--- src/hw/rtl/u8v_pkg.sv ---
// ----------------------------------------------------------------------------
// u8v_pkg
// Shared types and constants for the UTF-8 stream validator.
// ----------------------------------------------------------------------------
`timescale 1ns / 1ps
`default_nettype none

package u8v_pkg;

  // Byte classes produced by the front end
  typedef enum logic [2:0] {
    KIND_ASCII = 3'd0,
    KIND_LEAD2 = 3'd1,
    KIND_LEAD3 = 3'd2,
    KIND_LEAD4 = 3'd3,
    KIND_CONT  = 3'd4,
    KIND_BAD   = 3'd5
  } byte_kind_t;

  // One classified byte as it travels through the queue
  typedef struct packed {
    byte_kind_t  kind;
    logic [5:0]  bits;   // payload bits of a lead or continuation byte
    logic        last;
  } item_t;

  localparam int unsigned CP_W = 21;

  localparam logic [CP_W-1:0] CP_MIN2    = 21'h000080;
  localparam logic [CP_W-1:0] CP_MIN3    = 21'h000800;
  localparam logic [CP_W-1:0] CP_MIN4    = 21'h010000;
  localparam logic [CP_W-1:0] CP_SUR_LO  = 21'h00D800;
  localparam logic [CP_W-1:0] CP_SUR_HI  = 21'h00DFFF;
  localparam logic [CP_W-1:0] CP_MAX     = 21'h10FFFF;

endpackage

`default_nettype wire

--- src/hw/rtl/u8v_front.sv ---
// ----------------------------------------------------------------------------
// u8v_front
// Accepts raw bytes and classifies them (lead, continuation, ASCII, bad)
// before pushing them into the queue.
// ----------------------------------------------------------------------------
`timescale 1ns / 1ps
`default_nettype none

module u8v_front (
  input  wire logic           in_valid,
  input  wire logic [7:0]     in_data_byte,
  input  wire logic           in_last_byte,
  output logic                in_stall,
  input  wire logic           q_full,
  output logic                q_push,
  output u8v_pkg::item_t      q_item
);

  u8v_pkg::byte_kind_t kind;
  logic [5:0]          bits;

  always_comb begin
    kind = u8v_pkg::KIND_BAD;
    bits = 6'd0;
    if (in_data_byte[7] == 1'b0) begin
      kind = u8v_pkg::KIND_ASCII;
    end else if (in_data_byte[7:6] == 2'b10) begin
      kind = u8v_pkg::KIND_CONT;
      bits = in_data_byte[5:0];
    end else if (in_data_byte[7:5] == 3'b110) begin
      kind = u8v_pkg::KIND_LEAD2;
      bits = {1'b0, in_data_byte[4:0]};
    end else if (in_data_byte[7:4] == 4'b1110) begin
      kind = u8v_pkg::KIND_LEAD3;
      bits = {2'b00, in_data_byte[3:0]};
    end else if (in_data_byte[7:3] == 5'b11110) begin
      kind = u8v_pkg::KIND_LEAD4;
      bits = {3'b000, in_data_byte[2:0]};
    end
  end

  assign in_stall    = q_full;
  assign q_push      = in_valid && !q_full;
  assign q_item.kind = kind;
  assign q_item.bits = bits;
  assign q_item.last = in_last_byte;

endmodule

`default_nettype wire

--- src/hw/rtl/u8v_queue.sv ---
// ----------------------------------------------------------------------------
// u8v_queue
// Small register FIFO of classified bytes between front and back end.
// ----------------------------------------------------------------------------
`timescale 1ns / 1ps
`default_nettype none

module u8v_queue #(
  parameter int unsigned DEPTH = 4
) (
  input  wire logic            clk,
  input  wire logic            rst_n,
  input  wire logic            push,
  input  wire u8v_pkg::item_t  push_item,
  output logic                 full,
  input  wire logic            pop,
  output logic                 not_empty,
  output u8v_pkg::item_t       head_item
);

  localparam int unsigned AW = (DEPTH > 1) ? $clog2(DEPTH) : 1;
  localparam int unsigned CW = $clog2(DEPTH + 1);

  u8v_pkg::item_t    mem_r [DEPTH];
  logic [AW-1:0]     wr_ptr_r, wr_ptr_nxt;
  logic [AW-1:0]     rd_ptr_r, rd_ptr_nxt;
  logic [CW-1:0]     count_r, count_nxt;

  assign full      = (count_r == CW'(DEPTH));
  assign not_empty = (count_r != '0);
  assign head_item = mem_r[rd_ptr_r];

  always_comb begin
    wr_ptr_nxt = wr_ptr_r;
    rd_ptr_nxt = rd_ptr_r;
    count_nxt  = count_r;
    if (push) begin
      wr_ptr_nxt = (wr_ptr_r == AW'(DEPTH - 1)) ? '0 : wr_ptr_r + 1'b1;
    end
    if (pop) begin
      rd_ptr_nxt = (rd_ptr_r == AW'(DEPTH - 1)) ? '0 : rd_ptr_r + 1'b1;
    end
    if (push && !pop) begin
      count_nxt = count_r + 1'b1;
    end else if (pop && !push) begin
      count_nxt = count_r - 1'b1;
    end
  end

  always_ff @(posedge clk) begin
    if (!rst_n) begin
      wr_ptr_r <= '0;
      rd_ptr_r <= '0;
      count_r  <= '0;
    end else begin
      wr_ptr_r <= wr_ptr_nxt;
      rd_ptr_r <= rd_ptr_nxt;
      count_r  <= count_nxt;
    end
  end

  always_ff @(posedge clk) begin
    if (push) begin
      mem_r[wr_ptr_r] <= push_item;
    end
  end

  a_count_bound: assert property (@(posedge clk) disable iff (!rst_n)
    count_r <= CW'(DEPTH))
    else $error("queue count above depth");

endmodule

`default_nettype wire

--- src/hw/rtl/u8v_back.sv ---
// ----------------------------------------------------------------------------
// u8v_back
// Decode state machine: builds code points, latches errors and registers
// the per-message verdict.
// ----------------------------------------------------------------------------
`timescale 1ns / 1ps
`default_nettype none

module u8v_back (
  input  wire logic            clk,
  input  wire logic            rst_n,
  input  wire logic            q_not_empty,
  input  wire u8v_pkg::item_t  q_item,
  output logic                 q_pop,
  output logic                 out_valid,
  input  wire logic            out_stall,
  output logic                 out_valid_res
);

  logic [1:0]                 pend_r, pend_nxt;
  logic [1:0]                 len_r, len_nxt;
  logic [u8v_pkg::CP_W-1:0]   acc_r, acc_nxt;
  logic                       err_r, err_nxt;
  logic                       ovld_r, ovld_nxt;
  logic                       ores_r, ores_nxt;
  logic [u8v_pkg::CP_W-1:0]   cp;
  logic [1:0]                 pend_dec;
  logic                       cp_bad;

  // a byte without a verdict can always move; a last byte needs the output slot
  assign q_pop = q_not_empty && (!q_item.last || !ovld_r || !out_stall);

  assign cp       = {acc_r[u8v_pkg::CP_W-7:0], q_item.bits};
  assign pend_dec = pend_r - 2'd1;

  always_comb begin
    cp_bad = 1'b0;
    if (len_r == 2'd1 && cp < u8v_pkg::CP_MIN2) cp_bad = 1'b1;
    if (len_r == 2'd2 && cp < u8v_pkg::CP_MIN3) cp_bad = 1'b1;
    if (len_r == 2'd3 && cp < u8v_pkg::CP_MIN4) cp_bad = 1'b1;
    if (cp >= u8v_pkg::CP_SUR_LO && cp <= u8v_pkg::CP_SUR_HI) cp_bad = 1'b1;
    if (cp > u8v_pkg::CP_MAX) cp_bad = 1'b1;
  end

  always_comb begin
    pend_nxt = pend_r;
    len_nxt  = len_r;
    acc_nxt  = acc_r;
    err_nxt  = err_r;
    ovld_nxt = ovld_r && out_stall;
    ores_nxt = ores_r;

    if (q_pop) begin
      if (!err_r) begin
        if (pend_r == 2'd0) begin
          unique case (q_item.kind)
            u8v_pkg::KIND_ASCII: ;
            u8v_pkg::KIND_LEAD2: begin
              acc_nxt  = u8v_pkg::CP_W'(q_item.bits);
              len_nxt  = 2'd1;
              pend_nxt = 2'd1;
            end
            u8v_pkg::KIND_LEAD3: begin
              acc_nxt  = u8v_pkg::CP_W'(q_item.bits);
              len_nxt  = 2'd2;
              pend_nxt = 2'd2;
            end
            u8v_pkg::KIND_LEAD4: begin
              acc_nxt  = u8v_pkg::CP_W'(q_item.bits);
              len_nxt  = 2'd3;
              pend_nxt = 2'd3;
            end
            default: begin
              err_nxt = 1'b1;
            end
          endcase
        end else if (q_item.kind != u8v_pkg::KIND_CONT) begin
          err_nxt = 1'b1;
        end else begin
          acc_nxt  = cp;
          pend_nxt = pend_dec;
          if (pend_dec == 2'd0) begin
            if (cp_bad) begin
              err_nxt = 1'b1;
            end else begin
              len_nxt = 2'd0;
              acc_nxt = '0;
            end
          end
        end
        if (err_nxt) begin
          pend_nxt = 2'd0;
          len_nxt  = 2'd0;
          acc_nxt  = '0;
        end
      end

      if (q_item.last) begin
        ovld_nxt = 1'b1;
        ores_nxt = !err_nxt && (pend_nxt == 2'd0);
        pend_nxt = 2'd0;
        len_nxt  = 2'd0;
        acc_nxt  = '0;
        err_nxt  = 1'b0;
      end
    end
  end

  always_ff @(posedge clk) begin
    if (!rst_n) begin
      pend_r <= 2'd0;
      len_r  <= 2'd0;
      acc_r  <= '0;
      err_r  <= 1'b0;
      ovld_r <= 1'b0;
    end else begin
      pend_r <= pend_nxt;
      len_r  <= len_nxt;
      acc_r  <= acc_nxt;
      err_r  <= err_nxt;
      ovld_r <= ovld_nxt;
    end
  end

  always_ff @(posedge clk) begin
    ores_r <= ores_nxt;
  end

  assign out_valid     = ovld_r;
  assign out_valid_res = ores_r;

  a_err_no_pend: assert property (@(posedge clk) disable iff (!rst_n)
    err_r |-> (pend_r == 2'd0 && len_r == 2'd0))
    else $error("pending bytes with error latched");

  a_pend_le_len: assert property (@(posedge clk) disable iff (!rst_n)
    pend_r <= len_r)
    else $error("pending count exceeds sequence length");

  a_last_gives_verdict: assert property (@(posedge clk) disable iff (!rst_n)
    (q_pop && q_item.last) |=> (ovld_r && pend_r == 2'd0 && !err_r))
    else $error("last byte did not produce a verdict or clear state");

endmodule

`default_nettype wire

--- src/hw/rtl/utf8_stream_validator.sv ---
// ----------------------------------------------------------------------------
// utf8_stream_validator
// Strict UTF-8 checker for a byte stream with a last-byte marker.
// ----------------------------------------------------------------------------
// Takes one byte per cycle, sustained, as long as the verdict output is not
// held off. Bytes are classified on entry and pass through a QUEUE_DEPTH-entry
// queue to the decode stage, which updates the registered sequence state as
// each byte is popped. With the queue empty, the last byte of a message is
// first written into the queue and then popped by the decoder, which
// registers out_valid and the verdict. While a verdict waits on out_stall the
// decoder keeps consuming non-final bytes, so input stalls only once the queue
// fills behind a second final byte.
`timescale 1ns / 1ps
`default_nettype none

module utf8_stream_validator #(
  parameter int unsigned QUEUE_DEPTH = 4
) (
  input  wire logic        clk,
  input  wire logic        rst_n,
  input  wire logic        in_valid,
  output logic             in_stall,
  input  wire logic [7:0]  in_data_byte,
  input  wire logic        in_last_byte,
  output logic             out_valid,
  input  wire logic        out_stall,
  output logic             out_valid_res
);

  logic            q_push;
  logic            q_full;
  logic            q_pop;
  logic            q_not_empty;
  u8v_pkg::item_t  push_item;
  u8v_pkg::item_t  head_item;

  u8v_front u_front (
    .in_valid     (in_valid),
    .in_data_byte (in_data_byte),
    .in_last_byte (in_last_byte),
    .in_stall     (in_stall),
    .q_full       (q_full),
    .q_push       (q_push),
    .q_item       (push_item)
  );

  u8v_queue #(
    .DEPTH (QUEUE_DEPTH)
  ) u_queue (
    .clk       (clk),
    .rst_n     (rst_n),
    .push      (q_push),
    .push_item (push_item),
    .full      (q_full),
    .pop       (q_pop),
    .not_empty (q_not_empty),
    .head_item (head_item)
  );

  u8v_back u_back (
    .clk           (clk),
    .rst_n         (rst_n),
    .q_not_empty   (q_not_empty),
    .q_item        (head_item),
    .q_pop         (q_pop),
    .out_valid     (out_valid),
    .out_stall     (out_stall),
    .out_valid_res (out_valid_res)
  );

endmodule

`default_nettype wire

--- config.mk ---
export PLATFORM = sky130hd
export DESIGN_NAME = utf8_stream_validator
export DESIGN_NICKNAME = d
export VERILOG_FILES = /design/src/hw/rtl/u8v_pkg.sv /design/src/hw/rtl/u8v_front.sv /design/src/hw/rtl/u8v_queue.sv /design/src/hw/rtl/u8v_back.sv /design/src/hw/rtl/utf8_stream_validator.sv
export SDC_FILE = /design/constraint.sdc
export NUM_CORES = 1
export LEC_CHECK = 0
export BUFFER_PORTS_ARGS = -buffer_cell sky130_fd_sc_hd__buf_4
export CORE_ASPECT_RATIO = 1.5
export CORE_UTILIZATION = 40
export CTS_BUF_LIST = sky130_fd_sc_hd__clkbuf_16
export CTS_CLUSTER_DIAMETER = 30
export DETAILED_ROUTE_END_ITERATION = 12
export PLACE_DENSITY = 0.57
export REMOVE_ABC_BUFFERS = 1
export SLEW_MARGIN = 0
export SYNTH_ARGS = -nofsm -noshare
export SYNTH_HDL_FRONTEND = slang
export SYNTH_HIERARCHICAL = 1
export SYNTH_SLANG_ARGS = --single-unit
export TNS_END_PERCENT = 100
--- constraint.sdc ---
create_clock -name clk -period 7.2 [get_ports clk]
set_input_delay 1.44 -clock clk [delete_from_list [all_inputs] [get_ports clk]]
set_output_delay 1.44 -clock clk [all_outputs]
set_load 0.03 [all_outputs]
-- Word-level counts from Yosys, hierarchy flattened
Memory sizes are Yosys's and may differ from the RTL's. A register that Yosys moved wholly into a read port is not among the register bits.
Cells that the tools add are included.
- bits in registers: 29
- RAM bits: 40
- output and inout bits: 3
- memories: 1
- memory list (memory ; words ; bits a word ; read ports ; clocked after Yosys merged registers in ; write ports ; line ; text):
    u_queue.mem_r ; 4 ; 10 ; 1 ; 1 ; 1 ; u8v_queue.sv:24 ; u8v_pkg::item_t mem_r [DEPTH];
- $add $sub $neg: 5
- $lt $le $gt $ge: 6
- eq/ne operators: 19
- muxes and demuxes: 58
- reductions and logical operators: 31
- operator list (operator ; number):
    15-bit 2-to-1 mux ; 8
    2-bit 2-to-1 mux ; 17
    3-bit 2-to-1 mux ; 8
    6-bit 2-to-1 mux ; 4
    21-bit by 16-bit >= comparator with 1-bit output, second input constant ; 1
    21-bit > comparator, second input constant ; 1
    21-bit by 16-bit less-or-equal comparator with 1-bit output, second input constant ; 1
    21-bit by 12-bit less-than comparator with 1-bit output, second input constant ; 1
    21-bit by 17-bit less-than comparator with 1-bit output, second input constant ; 1
    21-bit by 8-bit less-than comparator with 1-bit output, second input constant ; 1
    1-bit 2-to-1 mux ; 19
    2-bit one-hot mux with 3 select lines ; 2
    2-bit == test, second input constant ; 5
    1-bit logical AND ; 10
    4-bit by 3-bit != test with 1-bit output, second input constant ; 2
    1-bit zero test ; 7
    3-bit by 2-bit == test with 1-bit output, second input constant ; 2
    3-bit == test, second input constant ; 2
    2-bit zero test ; 3
    6-bit by 5-bit != test with 1-bit output, second input constant ; 1
    6-bit AND reduction ; 1
    5-bit == test, second input constant ; 1
    2-bit by 1-bit adder with 2-bit output, second input constant ; 2
    4-bit == test, second input constant ; 1
    17 further kinds ; 18

-- Depth between registers and ports, before layout
Gate-level depths: netlist of the first run.
- word-level depth: 18
- depth in mapped cells: 12

-- By module
The synthesis of the first run kept the hierarchy.
- by module, submodules not included (module ; times used ; cells an instance ; area an instance (um^2) ; sequential area each (um^2)):
    u8v_queue ; 1 ; 96 ; 1901.8 ; 1381.3
    u8v_back ; 1 ; 119 ; 1157.4 ; 450.4
    u8v_front ; 1 ; 19 ; 110.1 ; 0.0

-- Worst setup path after synthesis of the first run
No wires, ideal clock.
- path kind: input -> register
- start: input in_valid
- end: register u_queue.count_r[2]
- data arrival time: 2977 ps
- required time: 7130 ps
- setup slack: 4153 ps
- stages: 7
- path buffers: 0
- cells stage by stage: nor2b_1 -> ha_1 -> inv_1 -> fa_1 -> xor2_1 -> or3_1 -> a21boi_1
- longest elaborated chain between the ends: 4
- elaborated cells between the ends (all ways): 6
- classes of those cells: mux: 1; reduce/logical: 5
- RTL lines (item ; line ; text):
    start, declared ; utf8_stream_validator.sv:21 ; input wire logic in_valid,
    1-bit logical AND (*) ; u8v_front.sv:43 ; assign q_push = in_valid && !q_full;
    1-bit zero test ; u8v_queue.sv:45 ; end else if (pop && !push) begin
    1-bit logical AND ; u8v_queue.sv:45 ;
    2-bit nonzero test (no line) ; -- ;
    end signal, assigned ; u8v_queue.sv:58 ; count_r <= count_nxt;
    end, declared ; u8v_queue.sv:27 ; logic [CW-1:0] count_r, count_nxt;
Mark *: on every way between the ends. The rest lies on a longest branch, timed or not.
A chain may end at the register's enable or synchronous reset.

-- Final worst setup path of the first run
- start: input in_valid
- end: register u_queue.count_r[2]
- longest elaborated chain between the ends: 4
- elaborated cells between the ends (all ways): 6
- classes of those cells: mux: 1; reduce/logical: 5
- RTL lines (item ; line ; text):
    1-bit logical AND (*) ; u8v_front.sv:43 ;
    via q_push ; utf8_stream_validator.sv:30 ; logic q_push;
    1-bit zero test ; u8v_queue.sv:45 ;
    1-bit logical AND ; u8v_queue.sv:45 ;
    2-bit nonzero test (no line) ; -- ;
The timed path passes the listed nets; every way through them passes the cells marked *.

==> flow_metrics.py, run 1 <==
metrics = {
    "timing": {
        "fin_ws_ns": 4.225,
        "hold_viol": 0,
        "setup_viol": 0,
        "min_period_ns": 2.975,
        "clock.fmax_mhz": 336.1,
        "relSlewSlack_pct": 55.39,
        "fin_tns_setup_ns": 0,
        "period_share_pct": 41.33,
        "hold_ws_ns": 0.4811,
        "worstMarginPinSlew_ns": 0.6683,
        "fin_worst_skew_ns": 0.004870,
        "rsz0062_at_grt": "false",
        "maxSlewViolCount": 0,
    },
    "route": {
        "dr.first_iter.drc_count": 156,
        "wire_per_inst_um": 15.72,
        "firstDrtPassIters": 4,
        "ant_nets": 0,
        "num_vias": 1849,
        "via_per_inst": 5.194,
        "drt-total-wl_mm": 5.595,
        "post-route-drc-count": 0,
    },
    "die": {
        "dieWidth_um": 74.68,
        "die_area_mm2": 0.008291,
        "die_h_um": 111.0,
        "start_util_pct": 41.37,
        "design.core.area_mm2": 0.007661,
        "fp-row-count": 39,
        "io_pins": 16,
    },
    "clock_tree": {
        "clk_pin_slew_worst_paths_ns": 0.06,
        "cts.sinks": 71,
        "tritoncts": "built",
        "hold_buffers": 0,
        "root_buffer": "clkbuf_16",
        "cts.htree.levels": 3,
        "clock_path_buffers": 2,
        "ctsResizeCount": 0,
        "postCtsSetupBuffers": 0,
        "clkLatencyLatePin_ns": 0.33,
        "cts_inserted_buffers": 9,
    },
    "synthesis": {
        "synth_seq_cells": 71,
        "synth.largest_area_cell": "edfxtp_1",
        "postSynthAreaPerCell_um2": 13.54,
        "synth_area_leaders": "edfxtp_1 (39%), dfxtp_1 (19%), mux4_2 (7.1%), nor2b_1 (4.7%), a22oi_1 (3.8%)",
        "yosysUniqueCellTypes": 58,
        "netlist_instances": 234,
        "synth_top_cell_area_share_pct": 38.85,
        "seq_area_frac_synth_pct": 57.80,
        "ys_warn_count": 6,
        "syn_area_mm2": 0.003169,
        "synthArstFlopShare_pct": 0,
        "synth_ff_type": "edfxtp_1",
        "synth_edf_count": 41,
    },
    "hold_path": {
        "holdPathStages": 1,
        "worstHoldStart": "u_back/pend_r[1]",
        "hp-class": "register to register",
    },
    "worst_setup_path": {
        "crit_path_max_incr_delay_ns": 0.41,
        "critPathLaunch": "in_valid",
        "cp_data_arrival_time_ns": 3.24,
        "crit_slowest_cell": "nor2b_1",
        "r2r_cells": 5,
        "crit_type": "input port to register",
        "crit_path_start_kind": "input port",
        "required_ns": 7.46,
        "cp_max_fo": 7,
        "crit_chain": "buf_4 > nor2b_1 > ha_1 > inv_1 > fa_1 > xor2_1 > or3_1 > a21boi_1",
        "crit_path_end_kind": "register",
    },
    "layout": {
        "final-seq-area_mm2": 0.001832,
        "layout_common_cells": "edfxtp_1 (41), dfxtp_1 (30), nor2b_1 (24)",
        "drive_above_1_share_pct": 20.08,
        "layout_commonest_cell": "edfxtp_1",
        "fin_area_mm2": 0.003632,
        "area_delta_synth_final_pct": 14.61,
        "fill_cells": 694,
        "antenna_cells": 0,
        "fin_nets": 272,
        "multi_input_area_mm2": 0.001249,
    },
    "grt": {
        "antenna_found_initial": 0,
        "grt_pass1_vias": 1875,
        "grt_max_degree": 30,
        "grt_use_total_pct": 15.78,
        "grt_overflow": 0,
        "grt_pass1_wl_mm": 9.480,
    },
    "place": {
        "dpl_cell_area_mm2": 0.003354,
        "place_congestion": 0.7229,
        "dp_hpwl_mm": 3.893,
        "place_ws_ns": 3.893,
        "portBuffers": 15,
    },
    "power": {
        "power_per_cell_area_mw_per_mm2": 383.4,
        "peakVddDrop_v": 0.0002075,
        "power.leakage_nw": 1.253,
        "design_power_total_w": 0.001393,
    },
    "run_status": {
        "outcome": "complete, no violations",
    },
    "run": {
        "cap_viol_max_count": 0,
    },
}
power breakdown:
part	internal, W	switching [W]
Clock	0.000261	0.000153
Combinational	0.000205	0.000220
Sequential	0.000494	0.0000589
critical path: cells and delay by family:
kind	cells	cell delay [ns]
AND/OR/NAND/NOR	2	0.71
AO/OA/AOI/OAI	1	0.14
adder cells (fa/ha/maj)	2	0.64
XOR/XNOR	1	0.16
buffers and inverters	2	0.13
cell type report:
type                       count  area share, %
sequential                    71          50.43
multi-input combinational    145          34.38
clock buffer                   9          6.200
tap                          102          3.514
timing repair buffer          16          3.307
clock inverter                 6          1.447
inverter                       7         0.7234
final timing paths:
check / end / slack [ns]
setup reg to reg: u_back/out_valid_res / 4.23
setup / recovery: u_queue/count_r[2] / 4.22
hold / removal: u_back/pend_r[1] / 0.48
hold reg to reg: u_back/pend_r[1] / 0.48
routing by layer:
metal  up-vias  share of wire, %  global-route usage [%]
met5         -                 0                       0
met4         0               2.2                   8.302
met3         8               2.3                   4.364
met2        20                52                   24.68
met1       896                44                   19.38
li1        925                 -                       -
sequential cells by signal (all words and copies together) (netlist names), named ones only:
name,flops
u_back/acc_r,15
u_back/err_r,1
u_back/len_r,2
u_back/out_valid,1
u_back/out_valid_res,1
u_back/pend_r,2
u_queue/count_r,3
u_queue/mem_r,40
u_queue/rd_ptr_r,2
u_queue/wr_ptr_r,2
kinds of logic after synthesis:
group / after synthesis / synth area share, %
and+or+nand+nor: 76 / 16.15
DFF: 71 / 57.80
AOI/OAI and AO/OA: 44 / 10.54
buffers and inverters: 18 / 2.803
muxes: 14 / 8.370
adders and majority gates: 9 / 3.790
xor gates and xnor gates: 2 / 0.5528
synth_stat cells (2+ instances only):
master / instances
clkbuf_2: 2
mux2i_1: 4
ha_1: 8
a21oi_1: 4
buf_4: 2
a32o_1: 2
o211ai_1: 2
o21a_1: 2
and2_1: 7
mux4_2: 10
clkbuf_1: 3
edfxtp_1: 41
and3_1: 4
a22oi_1: 16
and2b_2: 2
a211oi_1: 2
inv_1: 7
nand3b_1: 4
o21ai_0: 2
or4b_1: 2
dfxtp_1: 30
or3_1: 2
buf_2: 3
nand2_1: 7
a21boi_0: 3
nor3b_1: 2
nor2b_1: 24
nand2b_1: 2
nor2_1: 3
nand3_1: 4
per-stage QoR:
step / instances / utilization, %
2_1_floorplan: 223 / -
3_3_place_gp: 341 / 43.79
3_5_place_dp: 341 / 43.79
4_1_cts: 356 / 47.41
5_1_grt: 356 / 47.41
6_report: 356 / 47.41
Note: power is estimated with default switching activity, not from simulation.
==> run 2: changes to the inputs <==
--- a/config.mk
+++ b/config.mk
@@ -5,13 +5,14 @@
 export SDC_FILE = /design/constraint.sdc
 export NUM_CORES = 1
 export LEC_CHECK = 0
+export ABC_AREA = 1
 export BUFFER_PORTS_ARGS = -buffer_cell sky130_fd_sc_hd__buf_4
 export CORE_ASPECT_RATIO = 1.5
 export CORE_UTILIZATION = 40
 export CTS_BUF_LIST = sky130_fd_sc_hd__clkbuf_16
 export CTS_CLUSTER_DIAMETER = 30
 export DETAILED_ROUTE_END_ITERATION = 12
-export PLACE_DENSITY = 0.57
+export PLACE_DENSITY = 0.59
 export REMOVE_ABC_BUFFERS = 1
 export SLEW_MARGIN = 0
 export SYNTH_ARGS = -nofsm -noshare
==> constraint.sdc (replaced) <==
create_clock -name clk -period 2.7 [get_ports clk]
set_input_delay 0.54 -clock clk [delete_from_list [all_inputs] [get_ports clk]]
set_output_delay 0.54 -clock clk [all_outputs]
set_load 0.03 [all_outputs]
==> run 2 against run 1 <==
First-iteration DRC count decreased by 29%; critical path type is now register to register; cell count rose by 37%; critical path depth grew 7; die area increased by 3.5%; final area is 3.7% higher.
==> flow_metrics.py, run 2 <==
metrics = {
    "run_status": {
        "outcome": "complete, no violations",
    },
    "timing": {
        "relSlewSlack_pct": 65.89,
        "worstMarginPinSlew_ns": 0.5111,
        "clock.fmax_mhz": 421.7,
        "period_share_pct": 87.84,
        "fin_ws_ns": 0.3284,
        "setup_viol": 0,
        "hold_viol": 0,
        "hold_ws_ns": 0.4410,
        "fin_worst_skew_ns": 0.006747,
        "rsz0062_at_grt": "false",
        "min_period_ns": 2.372,
        "maxSlewViolCount": 0,
    },
    "run": {
        "cap_viol_max_count": 0,
    },
    "synthesis": {
        "postSynthAreaPerCell_um2": 9.193,
        "synth_seq_cells": 71,
        "synth_ff_type": "edfxtp_1",
        "netlist_instances": 357,
        "synth_edf_count": 41,
        "yosysMostFrequentCell": "nand2_1",
        "syn_area_mm2": 0.003282,
        "synth_top_cell_area_share_pct": 37.51,
        "synth_area_leaders": "edfxtp_1 (38%), dfxtp_1 (18%), nand2_1 (6.2%), nor2_1 (5.4%), inv_1 (4.7%)",
        "synthArstFlopShare_pct": 0,
        "ys_warn_count": 6,
        "yosys-top-cells-count": "nand2_1 (54), nor2_1 (47), edfxtp_1 (41), inv_1 (41)",
        "seq_area_frac_synth_pct": 55.81,
        "synth.largest_area_cell": "edfxtp_1",
        "yosysUniqueCellTypes": 35,
    },
    "layout": {
        "fin_nets": 400,
        "layout_commonest_cell": "nand2_1",
        "regMostFlops": "u_queue/mem_r",
        "area_delta_synth_final_pct": 14.75,
        "largest_register_ffs": 40,
        "layout_common_cells": "nand2_1 (54), nor2_1 (47), inv_1 (41), edfxtp_1 (41), a21oi_1 (30)",
        "fin_area_mm2": 0.003766,
        "drive_above_1_share_pct": 12.57,
        "instances_no_fill": 487,
        "top_regs": "u_queue/mem_r: 40 flops, u_back/acc_r: 15 flops, u_queue/count_r: 3 flops",
        "final_util_pct": 47.33,
        "antenna_cells": 0,
    },
    "power": {
        "power_per_cell_area_mw_per_mm2": 1148,
        "power.leakage_nw": 1.516,
        "peakVddDrop_v": 0.0004786,
    },
    "route": {
        "firstDrtPassIters": 4,
        "wire_per_inst_um": 13.02,
        "num_vias": 2401,
        "dr.first_iter.drc_count": 111,
        "via_per_inst": 4.930,
        "post-route-drc-count": 0,
        "ant_nets": 0,
        "drt-total-wl_mm": 6.339,
    },
    "place": {
        "portBuffers": 15,
        "dpl_cell_area_mm2": 0.003477,
        "dp_hpwl_mm": 4.533,
        "place_ws_ns": 0.2179,
        "place_congestion": 0.7570,
        "post-place-cells": 472,
    },
    "clock_tree": {
        "cts.sinks": 71,
        "cts.htree.levels": 3,
        "postCtsSetupBuffers": 0,
        "root_buffer": "clkbuf_16",
        "hold_buffers": 0,
        "clock_path_buffers": 2,
        "tritoncts": "built",
        "clkLatencyLatePin_ns": 0.33,
        "clk_pin_slew_worst_paths_ns": 0.06,
        "cts_inserted_buffers": 9,
    },
    "grt": {
        "grt_pass1_vias": 2240,
        "grt_overflow": 0,
        "antenna_found_initial": 0,
        "grt_pass1_wl_mm": 10.49,
        "grt_use_total_pct": 16.17,
        "grt_max_degree": 19,
    },
    "worst_setup_path": {
        "crit_chain": "o21ai_1 > o22ai_1 > inv_2 > o21ai_4 > inv_1 > inv_1 > ha_1 > inv_1 > fa_1 > inv_1 > nand2_1 > nand3_1 > nand2_1 > inv_1 > nor2_1",
        "path_buf_inv": 6,
        "crit_family": "adder cells",
        "worst_path_most_repeated_cell": "inv_1",
        "crit_path_max_incr_delay_ns": 0.43,
        "r2r_slack_ns": 0.33,
        "cp_data_arrival_time_ns": 2.60,
        "cp_max_fo": 11,
        "crit_type": "register to register",
        "crit_path_end_kind": "register",
        "crit_slowest_cell": "dfxtp_2",
        "required_ns": 2.93,
        "crit_path_start_kind": "register",
    },
    "die": {
        "io_pins": 16,
        "dieWidth_um": 75.96,
        "die_area_mm2": 0.008579,
        "die_h_um": 112.9,
        "design.core.area_mm2": 0.007958,
        "fp-row-count": 40,
        "start_util_pct": 41.24,
    },
    "hold_path": {
        "hp-class": "input port to register",
    },
}
## run 2: final cells by class
cell class,count,area [µm²]
clock buffers,9,225.2
repair buffers,19,142.6
inverters,47,176.4
multi-input cells,230,1195
clock inverters,6,62.56
fillers,758,4192
well taps,105,131.4
flip-flops and latches,71,1833
## run 2: worst paths after layout
kind | cells past startpoint | start | to
min | 1 | in_last_byte | u_queue/mem_r[3][0]
max | 15 | register | u_queue/count_r[2]
min reg2reg | 2 | u_back/len_r[1] | u_back/len_r[1]
max reg2reg | 15 | register | u_queue/count_r[2]
## run 2: repair_timing
| item | CTS | global route |
|---|---|---|
| endpoints found under the setup margin | 0 | 1 |
| gates resized for setup | 0 | 1 |
| endpoints found under the hold margin | 0 | 0 |
## run 2: cell families after synthesis
group	count (synthesis)	share of synthesized area (%)
buffers and inverters	56	7.777
flip-flops	71	55.81
AO/OA/AOI/OAI	79	13.72
XOR/XNOR	1	0.2669
adder cells (fa/ha/maj)	9	3.660
AND/OR/NAND/NOR	141	18.76
## run 2: power breakdown
group | internal, W | switching, W
combinational | 0.000545 | 0.00107
sequential | 0.00141 | 0.000170
clock | 0.000705 | 0.000431
## run 2: worst reg2reg max path: cells and delay by family (launching register included)
kind,cells,cell delay [ns]
flops,1,0.43
compound gates,3,0.55
simple gates,4,0.21
buf+inv,6,0.54
fa+ha+maj,2,0.56
## run 2: layer usage
metal | vias up | track usage, % | part of all wire, % | wire, µm
met1 | 1105 | 17.17 | 42 | 2644
met4 | 0 | 8.462 | 2.3 | 148
li1 | 1256 | - | - | -
met3 | 12 | 3.306 | 1.9 | 123
met5 | - | 0 | 0 | 0
met2 | 28 | 30.00 | 54 | 3423
## run 2: through the flow
stage	total power, W	setup TNS [ns]
final	0.004324	0
after global routing	0.004652	0
after CTS	0.004374	0
after detailed placement	0.003217	0
after global placement	0.003185	0
after floorplan	0.002781	-0.1869
==> run 3: changes to the inputs <==
--- a/config.mk
+++ b/config.mk
@@ -12,8 +12,8 @@
 export CTS_BUF_LIST = sky130_fd_sc_hd__clkbuf_16
 export CTS_CLUSTER_DIAMETER = 30
 export DETAILED_ROUTE_END_ITERATION = 12
+export MAX_ROUTING_LAYER = met4
 export PLACE_DENSITY = 0.59
-export REMOVE_ABC_BUFFERS = 1
 export SLEW_MARGIN = 0
 export SYNTH_ARGS = -nofsm -noshare
 export SYNTH_HDL_FRONTEND = slang
==> constraint.sdc (replaced) <==
create_clock -name clk -period 2.01 [get_ports clk]
set_input_delay 0.402 -clock clk [delete_from_list [all_inputs] [get_ports clk]]
set_output_delay 0.402 -clock clk [all_outputs]
set_load 0.03 [all_outputs]
==> run 3 against run 2 <==
Worst hold slack lost 0.16 ns; final area grew 8.7%; clock power up 34%; largest cell class unchanged; via count increased by 5.0%; cell count rose by 4.9%; clock-buffer cell count did not move; critical path depth grew 1; largest power group unchanged; clock skew decreased by 0.00082 ns; die area unchanged.
==> flow_metrics.py, run 3 (synthesis results as in run 2) <==
metrics = {
    "timing": {
        "relSlewSlack_pct": 71.05,
        "hold_ws_ns": 0.2787,
        "maxSlewViolCount": 0,
        "worstMarginPinSlew_ns": 0.4333,
        "period_share_pct": 97.26,
        "clock.fmax_mhz": 511.5,
        "setup_viol": 0,
        "hold_viol": 0,
        "fin_worst_skew_ns": 0.005931,
        "rsz0062_at_grt": "true",
        "min_period_ns": 1.955,
    },
    "worst_setup_path": {
        "required_ns": 2.24,
        "r2r_cells": 16,
        "r2r_slack_ns": 0.06,
        "crit_family": "adder cells",
        "crit_path_start_kind": "register",
        "crit_chain": "inv_8 > nor2_2 > o22ai_4 > inv_2 > o21ai_4 > inv_2 > inv_4 > ha_4 > inv_2 > fa_2 > inv_2 > nand2_2 > nand3_2 > nand2_1 > inv_1 > nor2_1",
        "worst_path_most_repeated_cell": "inv_2",
        "crit_path_end_kind": "register",
        "cp.depth": 16,
        "crit_path_max_incr_delay_ns": 0.38,
        "crit_type": "register to register",
        "path_buf_inv": 7,
        "crit_slowest_cell": "dfxtp_4",
        "cp_data_arrival_time_ns": 2.19,
        "r2r-end": "u_queue/count_r[2]",
        "crit_end": "u_queue/count_r[2]",
        "cp_max_fo": 5,
    },
    "layout": {
        "drive_above_1_share_pct": 24.88,
        "area_delta_synth_final_pct": 24.70,
        "fin_nets": 423,
        "instances_no_fill": 511,
        "antenna_cells": 0,
        "multi_input_area_mm2": 0.001330,
        "regMostFlops": "u_queue/mem_r",
        "layout_common_cells": "nand2_1 (51), nor2_1 (44), edfxtp_1 (41)",
        "final-seq-area_mm2": 0.001839,
        "top_regs": "u_queue/mem_r: 40 flops, u_back/acc_r: 15 flops, u_queue/count_r: 3 flops",
        "fill_cells": 720,
        "layout_commonest_cell": "nand2_1",
        "largest_register_ffs": 40,
    },
    "clock_tree": {
        "root_buffer": "clkbuf_16",
        "clkLatencyLatePin_ns": 0.33,
        "clock_path_buffers": 2,
        "cts_inserted_buffers": 9,
        "tritoncts": "built",
        "clk_pin_slew_worst_paths_ns": 0.05,
        "cts.htree.levels": 3,
        "cts.sinks": 71,
    },
    "power": {
        "power_per_cell_area_mw_per_mm2": 1587,
        "peakVddDrop_v": 0.0006378,
        "power.leakage_nw": 1.652,
    },
    "place": {
        "dp_hpwl_mm": 4.672,
        "portBuffers": 15,
        "place_congestion": 0.7695,
        "post-place-cells": 486,
    },
    "route": {
        "wire_per_inst_um": 12.91,
        "ant_nets": 0,
        "via_per_inst": 4.935,
        "firstDrtPassIters": 4,
        "num_vias": 2522,
        "drt-total-wl_mm": 6.599,
        "dr.first_iter.drc_count": 136,
        "post-route-drc-count": 0,
    },
    "grt": {
        "grt_overflow": 0,
        "grt_max_degree": 19,
        "grt_use_total_pct": 17.49,
        "antenna_found_initial": 0,
        "grt_pass1_vias": 2489,
        "grt_pass1_wl_mm": 11.18,
    },
    "run": {
        "cap_viol_max_count": 0,
    },
    "run_status": {
        "outcome": "complete, no violations",
    },
    "die": {
        "io_pins": 16,
        "die_area_mm2": 0.008579,
        "design.core.area_mm2": 0.007958,
        "fp-row-count": 40,
        "dieWidth_um": 75.96,
        "die_h_um": 112.9,
        "start_util_pct": 41.24,
    },
    "hold_path": {
        "hp-class": "input port to register",
    },
    "synthesis": {
        "synth_nets": 379,
    },
}
## run 3: where the power goes
part           total (W)  switching [W]  leakage [nW]  internal (W)
Clock            0.00153       0.000581         0.138      0.000948
Sequential       0.00214       0.000248         0.630       0.00190
Combinational    0.00282        0.00167         0.884       0.00115
Total            0.00650        0.00250          1.65       0.00400
## run 3: final cells by class
type	instances	share of cell area [%]
Timing Repair inverter	1	0.1529
Clock buffer	9	5.503
Timing Repair Buffer	41	7.612
Clock inverter	7	1.529
Tap cell	105	3.210
Sequential cell	71	44.94
Multi-Input combinational cell	230	32.50
Inverter	47	4.555
## run 3: metal layers
layer / vias to the layer above / part of all wire [%] / wire [µm] / global-route usage [%]
li1: 1299 / - / - / -
met1: 1155 / 41 / 2718 / 18.47
met2: 56 / 52 / 3443 / 30.18
met3: 12 / 4.0 / 267 / 3.629
met4: 0 / 2.6 / 170 / 10.26
met5: - / 0 / 0 / -
## run 3: repair_timing
item | 4_1_cts | 5_1_grt
resized for setup | 1 | 30
hold buffers | 0 | 0
setup buffers | 0 | 8
setup endpoints to repair | 1 | 22
pin swaps | 0 | 12
gates cloned | 0 | 1
## run 3: worst register-to-register path, delay by kind of cell (launching register included)
family / cells / cell delay, ns
DFF: 1 / 0.38
buffers and inverters: 7 / 0.44
adders and majority gates: 2 / 0.48
AOI/OAI and AO/OA: 2 / 0.32
and+or+nand+nor: 5 / 0.23
## run 3: per-stage QoR
stage                     util (%)  instance area, µm²  setup TNS [ns]  setup slack [ns]  power (W)
after floorplan                  -                3337         -0.2287           -0.1292   0.003983
after global placement       45.63                3631               0           0.07171   0.004559
after detailed placement     45.63                3631        -0.02322          -0.02322   0.004611
after CTS                    49.28                3921               0           0.01690   0.006172
after global routing         51.43                4093         -0.1253          -0.05852   0.006949
final                        51.43                4093               0           0.05505   0.006497
## run 3: how the worst min path moves through the flow
| stage | slack, ns | endpoint | cells after the start | start |
|---|---|---|---|---|
| after global placement | 0.46 | u_back/acc_r[0] | 2 | u_back/acc_r[0] |
| after CTS | 0.26 | u_queue/mem_r[2][0] | 1 | in_last_byte |
| after detailed placement | 0.46 | u_back/acc_r[0] | 2 | u_back/acc_r[0] |
| after global routing | 0.27 | u_queue/mem_r[2][0] | 1 | in_last_byte |
| after floorplan | 0.45 | u_back/acc_r[0] | 2 | u_back/acc_r[0] |
| final | 0.28 | u_queue/mem_r[2][0] | 1 | in_last_byte |
